<file path="config.mk">
export PLATFORM = sky130hd
export DESIGN_NAME = hbmq_word_unit
export DESIGN_NICKNAME = d
export VERILOG_FILES = /design/src/rtl/core/hbmq_pkg.sv /design/src/rtl/core/hbmq_word_unit.sv
export SDC_FILE = /design/constraint.sdc
export NUM_CORES = 1
export LEC_CHECK = 0
export BUFFER_PORTS_ARGS = -buffer_cell sky130_fd_sc_hd__buf_2
export CORE_MARGIN = 8
export CORE_UTILIZATION = 38
export DETAILED_ROUTE_END_ITERATION = 6
export GPL_ROUTABILITY_DRIVEN = 0
export GPL_TIMING_DRIVEN = 0
export PLACE_DENSITY = 0.88
export SYNTH_ARGS = -nofsm -noshare
export SYNTH_HDL_FRONTEND = slang
export SYNTH_SLANG_ARGS = --single-unit
</file>
<file path="constraint.sdc">
create_clock -name vclk -period 1.8
set_input_delay 0 -clock vclk [all_inputs]
set_output_delay 0 -clock vclk [all_outputs]
set_load 0.03 [all_outputs]
</file>
<file path="src/rtl/core/hbmq_pkg.sv">
// shared types and constants for the hierarchical bitmap min queue
package hbmq_pkg;

  localparam int unsigned WORD_BITS = 32;
  localparam int unsigned IDX_BITS  = 5;

  typedef enum logic [1:0] {
    CMD_INSERT  = 2'd0,
    CMD_PEEK    = 2'd1,
    CMD_EXTRACT = 2'd2,
    CMD_CLEAR   = 2'd3
  } cmd_t;

  // tree levels, root first
  typedef enum logic [1:0] {
    LVL_TOP   = 2'd0,
    LVL_UPPER = 2'd1,
    LVL_MID   = 2'd2,
    LVL_LEAF  = 2'd3
  } lvl_t;

  typedef struct packed {
    logic [WORD_BITS-1:0] word;
    logic [IDX_BITS-1:0]  bit_idx;
  } wu_req_t;

  typedef struct packed {
    logic [IDX_BITS-1:0]  low_idx;
    logic                 is_zero;
    logic                 bit_val;
    logic [WORD_BITS-1:0] set_word;
    logic [WORD_BITS-1:0] clr_word;
    logic                 clr_zero;
  } wu_res_t;

  typedef struct packed {
    logic rd_en;
    logic wr_en;
    lvl_t lvl;
  } st_ctrl_t;

endpackage

</file>
<file path="src/rtl/core/hbmq_word_unit.sv">
// shared word unit: lowest set bit, bit test, bit set and bit clear on one 32-bit word
module hbmq_word_unit (
  input  hbmq_pkg::wu_req_t req,
  output hbmq_pkg::wu_res_t res
);
  import hbmq_pkg::*;

  logic [WORD_BITS-1:0] one_hot;
  logic [IDX_BITS-1:0]  low;

  // priority pick, lowest set bit wins
  always_comb begin
    low = '0;
    for (int i = WORD_BITS - 1; i >= 0; i--) begin
      if (req.word[i]) begin
        low = IDX_BITS'(i);
      end
    end
  end

  assign one_hot      = WORD_BITS'(1) << req.bit_idx;
  assign res.low_idx  = low;
  assign res.is_zero  = (req.word == '0);
  assign res.bit_val  = req.word[req.bit_idx];
  assign res.set_word = req.word | one_hot;
  assign res.clr_word = req.word & ~one_hot;
  assign res.clr_zero = ((req.word & ~one_hot) == '0);

endmodule

</file>
==> results.py, run 1 <==
metrics = {
    "timing": {
        "setup_violations": 1,
        "drv_slew": 0,
        "clock.fmax_ghz": 0.525,
        "period_share_pct": 106,
        "relSlewSlack_pct": 69.6,
        "tightest_slew_ns": 0.451,
        "rsz0062_at_grt": "yes",
        "period_needed_ns": 1.91,
        "fin_ws_ns": -0.106,
        "finalHoldViolations": 0,
    },
    "min_path": {
        "hold_class": "input port to output pin",
        "hp-start": "req[5]",
    },
    "die": {
        "initial_core_util_pct": 39.1,
        "dieWidth_um": 76.9,
        "io_pins": 109,
        "die-area_um2": 5920,
        "core.rowCount": 22,
        "coreArea_um2": 3610,
        "die_h_um": 76.9,
    },
    "route": {
        "wl_um": 7000,
        "wire_per_inst_um": 18.7,
        "drt_iter0_markers": 316,
        "drc_errors": 0,
        "vias": 2332,
        "ant_nets": 0,
        "dr.pass1.iters": 5,
        "avgViaCountPerCell": 6.22,
    },
    "cts": {
        "holdBufCountCts": 0,
    },
    "worst_setup_path": {
        "crit_path_max_fanout": 4,
        "cp-end-kind": "output pin",
        "required_ns": 1.80,
        "cp_top_family": "simple AND/OR/NAND/NOR gates",
        "cp_cell_sequence": "buf_8 > or3_4 > o21a_4 > or4_4 > nor4_2 > nand4_1 > nor2_4 > buf_6",
        "cp_slowest_cell": "or4_4",
        "crit_type": "input port to output pin",
        "crit_path_start": "req[2]",
        "slowest_delay_ns": 0.53,
        "start_kind": "input port",
        "cp.arrival_ns": 1.91,
        "path_buf_inv": 2,
    },
    "finish": {
        "antenna_cells": 0,
        "final_common_cell": "buf_2",
        "clkbuf_count": 0,
        "final_cell_mix": "buf_2 (106), nor2_1 (28), nand2_1 (16), inv_1 (14), nand2b_1 (12)",
        "fin_util_pct": 60.4,
        "syn2layout_area_growth_pct": 54.3,
        "nets": 366,
        "seq_cells": 0,
        "drive_above_1_share_pct": 48.0,
        "final_cells": 375,
        "regArea_um2": 0,
    },
    "pwr": {
        "power_density_nw_per_um2": 316,
        "ir_worst_vdd_uv": 137,
        "power_leakage_nw": 0.991,
    },
    "global_routing": {
        "grt_pass1_vias": 2242,
        "grt_pass1_wl_um": 11000,
        "grt.total_usage_pct": 21.7,
        "grt_max_degree": 11,
        "grt_antenna_before_repair": 0,
        "gr-total-overflow": 0,
    },
    "run": {
        "max_cap_violations": 0,
    },
    "synthesis": {
        "syn_inst": 218,
        "synth_cell_types": 47,
        "netlist.area_leader.share_pct": 14.4,
        "syn_avg_cell_area_um2": 6.47,
        "synth-seq-area-share_pct": 0,
        "ys_top_cells_by_area": "mux4_2 (14%), nor2_1 (8.0%), nand2b_1 (5.3%)",
        "netlist_area_um2": 1410,
        "syn_nets": 255,
        "synth_top_cell_by_area": "mux4_2",
        "yosysWarnings": 0,
    },
    "status": {
        "violations": "negative setup slack",
        "status": "finished, violations left",
    },
    "placed_design": {
        "dp_cells": 374,
        "portBuffers": 108,
        "dp_hpwl_um": 5470,
    },
}
[power breakdown]
| part | internal [W] | switching [W] | leakage [nW] |
|---|---|---|---|
| clock network | 0 | 0 | 0 |
| logic | 0.000236 | 0.000452 | 0.991 |
| registers | 0 | 0 | 0 |
[through the flow]
| stage | power, W | TNS [ns] | area (µm²) | worst slack, ns | hold slack, ns |
|---|---|---|---|---|---|
| final | 0.000688 | -0.106 | 2180 | -0.106 | 0.378 |
| after global routing | 0.000723 | -0.133 | 2180 | -0.133 | 0.385 |
| after CTS | 0.000663 | -0.186 | 2140 | -0.186 | 0.368 |
| after detailed placement | 0.000642 | -0.570 | 2040 | -0.488 | 0.371 |
| after global placement | 0.000633 | -0.506 | 2040 | -0.435 | 0.359 |
| after floorplan | 0.000421 | -0.0317 | 1440 | -0.0317 | 0.115 |
[cells by family after synthesis]
group	after synthesis	share of synthesized area, %
AOI/OAI and AO/OA	65	30.8
and+or+nand+nor	115	43.2
muxes	12	17.7
buffers and inverters	26	8.33
[Yosys cell counts, drive strengths merged (2+ instances only)]
master  number
o21ai       15
mux4        10
nor2        30
or4          3
o21bai      10
nor3b        3
inv         14
nor2b        7
nand3        6
o32ai        3
nor4         7
and2         7
a21o         2
a21oi       11
nand3b       3
nand2b      12
nand4        2
buf          4
clkbuf       8
a31oi        2
or2          8
a21boi       2
o21a        10
nand2       17
nor3         6
[final timing paths]
path                   to  slack (ns)  cells past startpoint
hold / removal    res[67]        0.38                      3
setup / recovery   res[0]       -0.11                      8
[area by class of cell]
type,instances,area [µm²]
multi-input combinational,192,1410
inverter,14,52.6
fill,319,1430
buffer,10,66.3
tap,48,60.1
timing repair buffer,111,586
[routing by layer]
layer  global-route usage (%)  routed length (µm)
met5                        0                   0
met3                     4.43                 817
met4                     11.5                 434
met1                     24.8                2390
met2                     36.7                3350
[what timing repair did]
item                                    4_1_cts  5_1_grt
pin swaps                                     4        9
resized for setup                            19       19
endpoints found under the setup margin        2        2
buffers inserted                              3        0
No activity file was read; power rests on OpenSTA's default activity.
==> inputs of run 2 (changes only) <==
CORE_MARGIN = unset   (was 8)
SETUP_SLACK_MARGIN = 0.15   (was unset)
==> run 2 against run 1 <==
  * The flow still finishes with violations (negative setup slack)
  * Sequential share of layout area unchanged
  * Largest power group unchanged
  * Wire length shrank 10%
  * Largest cell class unchanged
  * Combinational power grew 2%
==> results.py, run 2 (synthesis results as in run 1) <==
metrics = {
    "route": {
        "drc_errors": 0,
        "vias": 2320,
        "wire_per_inst_um": 16.5,
        "ant_nets": 0,
        "drt_iter0_markers": 244,
        "wl_um": 6270,
        "dr.pass1.iters": 5,
        "avgViaCountPerCell": 6.11,
    },
    "worst_setup_path": {
        "cp_cell_sequence": "buf_8 > or3_4 > o21a_4 > or4_4 > nor4_4 > nand4_1 > nor2_4 > buf_6",
        "crit_path_max_fanout": 3,
        "required_ns": 1.80,
        "slowest_delay_ns": 0.55,
        "cp-end-kind": "output pin",
        "crit_path_start": "req[0]",
        "cp_slowest_cell": "or4_4",
        "cp.arrival_ns": 1.90,
        "crit_type": "input port to output pin",
        "start_kind": "input port",
    },
    "finish": {
        "final_cell_mix": "buf_2 (106), nor2_1 (29), nand2_1 (16), inv_1 (14), o21ai_0 (13)",
        "multi_input_area_um2": 1400,
        "nFillCells": 299,
        "seq_cells": 0,
        "nets": 373,
        "regArea_um2": 0,
        "clkbuf_count": 0,
        "syn2layout_area_growth_pct": 59.1,
        "antenna_cells": 0,
        "final_common_cell": "buf_2",
        "drive_above_1_share_pct": 47.3,
    },
    "global_routing": {
        "grt_antenna_before_repair": 0,
        "grt_pass1_vias": 2046,
        "gr-total-overflow": 0,
        "grt_pass1_wl_um": 9720,
        "grt.total_usage_pct": 30.4,
        "grt_max_degree": 11,
    },
    "timing": {
        "fin_ws_ns": -0.100,
        "relSlewSlack_pct": 68.4,
        "rsz0062_at_grt": "yes",
        "tightest_slew_ns": 0.469,
        "clock.fmax_ghz": 0.526,
        "whs_ns": 0.364,
        "period_share_pct": 106,
        "finalHoldViolations": 0,
        "setup_violations": 1,
        "period_needed_ns": 1.90,
        "drv_slew": 0,
    },
    "pwr": {
        "power_density_nw_per_um2": 312,
        "power_leakage_nw": 1.04,
        "ir_worst_vdd_uv": 142,
    },
    "run": {
        "max_cap_violations": 0,
    },
    "die": {
        "die_h_um": 62.9,
        "io_pins": 109,
        "coreArea_um2": 3440,
        "core.rowCount": 21,
        "dieWidth_um": 62.9,
        "die-area_um2": 3960,
        "initial_core_util_pct": 41.0,
    },
    "placed_design": {
        "preCtsSetupSlack_ns": -0.389,
        "portBuffers": 108,
        "dp_hpwl_um": 4800,
    },
    "min_path": {
        "hp-start": "req[5]",
        "hold_class": "input port to output pin",
        "min_delay_worst_endpoint": "res[67]",
        "min_path_cells": 3,
    },
    "status": {
        "violations": "negative setup slack",
        "status": "finished, violations left",
    },
}
[run 2: changes by cell type in the layout (fill, tap and decap cells not counted), sizes merged]
cell    delta
clkbuf     +1
buf        +6
[run 2: repair_timing]
item                       in CTS  in global routing
gates cloned                    0                  0
hold endpoints to repair        0                  0
hold buffers                    0                  0
gates resized for setup        30                 10
buffers inserted                8                  0
setup endpoints to repair       2                  3
pin swaps                       4                  3
[run 2: report_power, final]
part | internal [W] | switching (W)
Sequential | 0 | 0
Combinational | 0.000255 | 0.000444
Clock | 0 | 0
Total | 0.000255 | 0.000444
[run 2: layer usage]
layer	GRT usage [%]	routed length [µm]	vias up
met5	0	0	-
met4	11.3	293	0
met3	3.65	668	36
met2	53.6	3100	181
met1	37.1	2200	1067
li1	-	-	1036
[run 2: how the worst max path moves through the flow]
stage          endpoint  slack [ns]  cells past startpoint
2_1_floorplan    res[0]       -0.03                      8
6_report         res[0]       -0.10                      8
3_3_place_gp     res[0]       -0.39                     10
4_1_cts          res[0]       -0.19                      8
3_5_place_dp     res[0]       -0.39                     10
5_1_grt          res[0]       -0.16                      9
[run 2: through the flow]
stage                     total power (W)  util [%]  TNS, ns  cell area [µm²]  cells
after floorplan                  0.000421         -  -0.0317             1440    218
after global placement           0.000624      59.1   -0.440             2040    372
after detailed placement         0.000633      59.1   -0.463             2040    372
after CTS                        0.000676      64.2   -0.187             2210    380
after global routing             0.000735      65.2   -0.189             2250    380
final                            0.000700      65.2   -0.100             2250    380
[run 2: worst max-delay path: cells and delay by family]
family | cells | cell delay [ns]
buf+inv | 2 | 0.24
simple gates | 5 | 1.44
compound gates | 1 | 0.22
[run 2: final cells by class]
cell class                 count  share of cell area [%]
buffer                        12                    4.23
inverter                      14                    2.34
multi-input combinational    192                    62.2
tap                           46                    2.56
timing repair buffer         116                    28.7
==> inputs of run 3 (changes only) <==
clock period = 2 ns   (was 1.8 ns; I/O delays follow)
==> run 3 against run 2 <==
  * The run now ends clean
  * Hold slack improved by 0.029 ns
  * Setup slack improved by 0.18 ns
  * Flip-flop and latch count unchanged
  * Combinational power decreased by 6.4%
  * Final area increased by 4.3%
  * Power decreased by 6.4%
  * Wire length increased by 9.0%
  * Critical path type unchanged
  * Largest cell class unchanged
==> results.py, run 3 (synthesis results as in run 1) <==
metrics = {
    "status": {
        "status": "completed",
    },
    "global_routing": {
        "grt_max_degree": 11,
        "gr-total-overflow": 0,
        "grt_pass1_wl_um": 9830,
        "grt_pass1_vias": 2035,
        "grt.total_usage_pct": 30.4,
        "grt_antenna_before_repair": 0,
    },
    "timing": {
        "drv_slew": 0,
        "whs_ns": 0.392,
        "relSlewSlack_pct": 71.2,
        "period_share_pct": 96.2,
        "period_needed_ns": 1.92,
        "finalHoldViolations": 0,
        "tightest_slew_ns": 0.429,
        "rsz0062_at_grt": "yes",
        "setup_violations": 0,
        "clock.fmax_ghz": 0.520,
        "fin_ws_ns": 0.0770,
    },
    "worst_setup_path": {
        "path_buf_inv": 4,
        "cp_slowest_cell": "nor4b_1",
        "required_ns": 2.00,
        "cp_top_family": "simple AND/OR/NAND/NOR gates",
        "worst_path_most_repeated_cell": "clkbuf_2",
        "crit_type": "input port to output pin",
        "start_kind": "input port",
        "cp-end-kind": "output pin",
        "crit_path_max_fanout": 10,
        "cp.arrival_ns": 1.92,
        "slowest_delay_ns": 0.38,
        "cp_cell_sequence": "buf_2 > clkbuf_2 > nand2b_1 > clkbuf_2 > o21ai_1 > nand4b_1 > nor4b_1 > nand4_1 > nor2_4 > buf_6",
    },
    "route": {
        "drt_iter0_markers": 278,
        "wire_per_inst_um": 17.6,
        "dr.pass1.iters": 6,
        "wl_um": 6830,
        "drc_errors": 0,
        "avgViaCountPerCell": 6.31,
        "ant_nets": 0,
        "vias": 2443,
    },
    "finish": {
        "final_common_cell": "buf_2",
        "syn2layout_area_growth_pct": 66.0,
        "nets": 380,
        "antenna_cells": 0,
        "fin_area_um2": 2340,
        "drive_above_1_share_pct": 51.0,
        "regArea_um2": 0,
        "clkbuf_count": 0,
        "final_cell_mix": "buf_2 (106), nor2_1 (27), nand2_1 (16), inv_1 (14), buf_4 (13)",
        "nFillCells": 300,
        "seq_cells": 0,
    },
    "pwr": {
        "power_leakage_nw": 1.09,
        "switching_power_w": 0.000417,
        "power.share.clock_pct": 0,
        "p_sw_share_pct": 63.7,
        "ir_worst_vdd_uv": 130,
        "pwr-share-comb_pct": 100.0,
        "total_power_w": 0.000655,
        "p_int_w": 0.000238,
        "seqPwrFrac_pct": 0,
        "power_density_nw_per_um2": 280,
    },
    "die": {
        "die_h_um": 62.9,
        "io_pins": 109,
        "core.rowCount": 21,
        "initial_core_util_pct": 41.0,
        "die-area_um2": 3960,
        "dieWidth_um": 62.9,
        "coreArea_um2": 3440,
    },
    "placed_design": {
        "dp_hpwl_um": 4870,
        "place_area_um2": 2030,
        "preCtsSetupSlack_ns": -0.275,
        "portBuffers": 108,
    },
    "cts": {
        "holdBufCountCts": 0,
    },
    "min_path": {
        "hold_class": "input port to output pin",
    },
    "run": {
        "max_cap_violations": 0,
    },
}
run 3: final timing paths:
kind / from / endpoint / slack, ns / depth (start not counted)
min: req[5] / res[67] / 0.39 / 3
max: req[3] / res[0] / 0.08 / 10
run 3: cell type report:
| cell class | count | area, µm² | area share, % |
|---|---|---|---|
| Inverter | 14 | 52.6 | 2.24 |
| Timing Repair Buffer | 123 | 702 | 30.0 |
| Tap cell | 46 | 57.6 | 2.46 |
| Buffer | 12 | 106 | 4.54 |
| Multi-Input combinational cell | 192 | 1420 | 60.8 |
run 3: power by group through the flow:
stage	Combinational, W	Clock (W)	Sequential [W]
4_1_cts	0.000593	0	0
5_1_grt	0.000683	0	0
2_1_floorplan	0.000377	0	0
3_3_place_gp	0.000561	0	0
6_report	0.000655	0	0
3_5_place_dp	0.000570	0	0
run 3: routing by layer:
metal	GRT usage [%]	vias to the layer above	wire length [µm]
met2	51.1	247	3190
met4	10.2	0	421
met1	39.3	1078	2320
li1	-	1058	-
met3	4.38	60	902
met5	0	-	0
run 3: repair_timing:
item / 4_1_cts / 5_1_grt
pin swaps: 4 / 5
cloned: 0 / 1
setup buffers: 5 / 9
gates resized for setup: 22 / 30
endpoints found under the setup margin: 2 / 1
run 3: stage by stage:
step	util, %	setup TNS (ns)	cells
CTS	62.7	0	377
detailed placement	59.0	-0.275	372
global route	68.0	0	387
finish	68.0	0	387
global placement	59.0	-0.236	372
floorplan	-	0	218
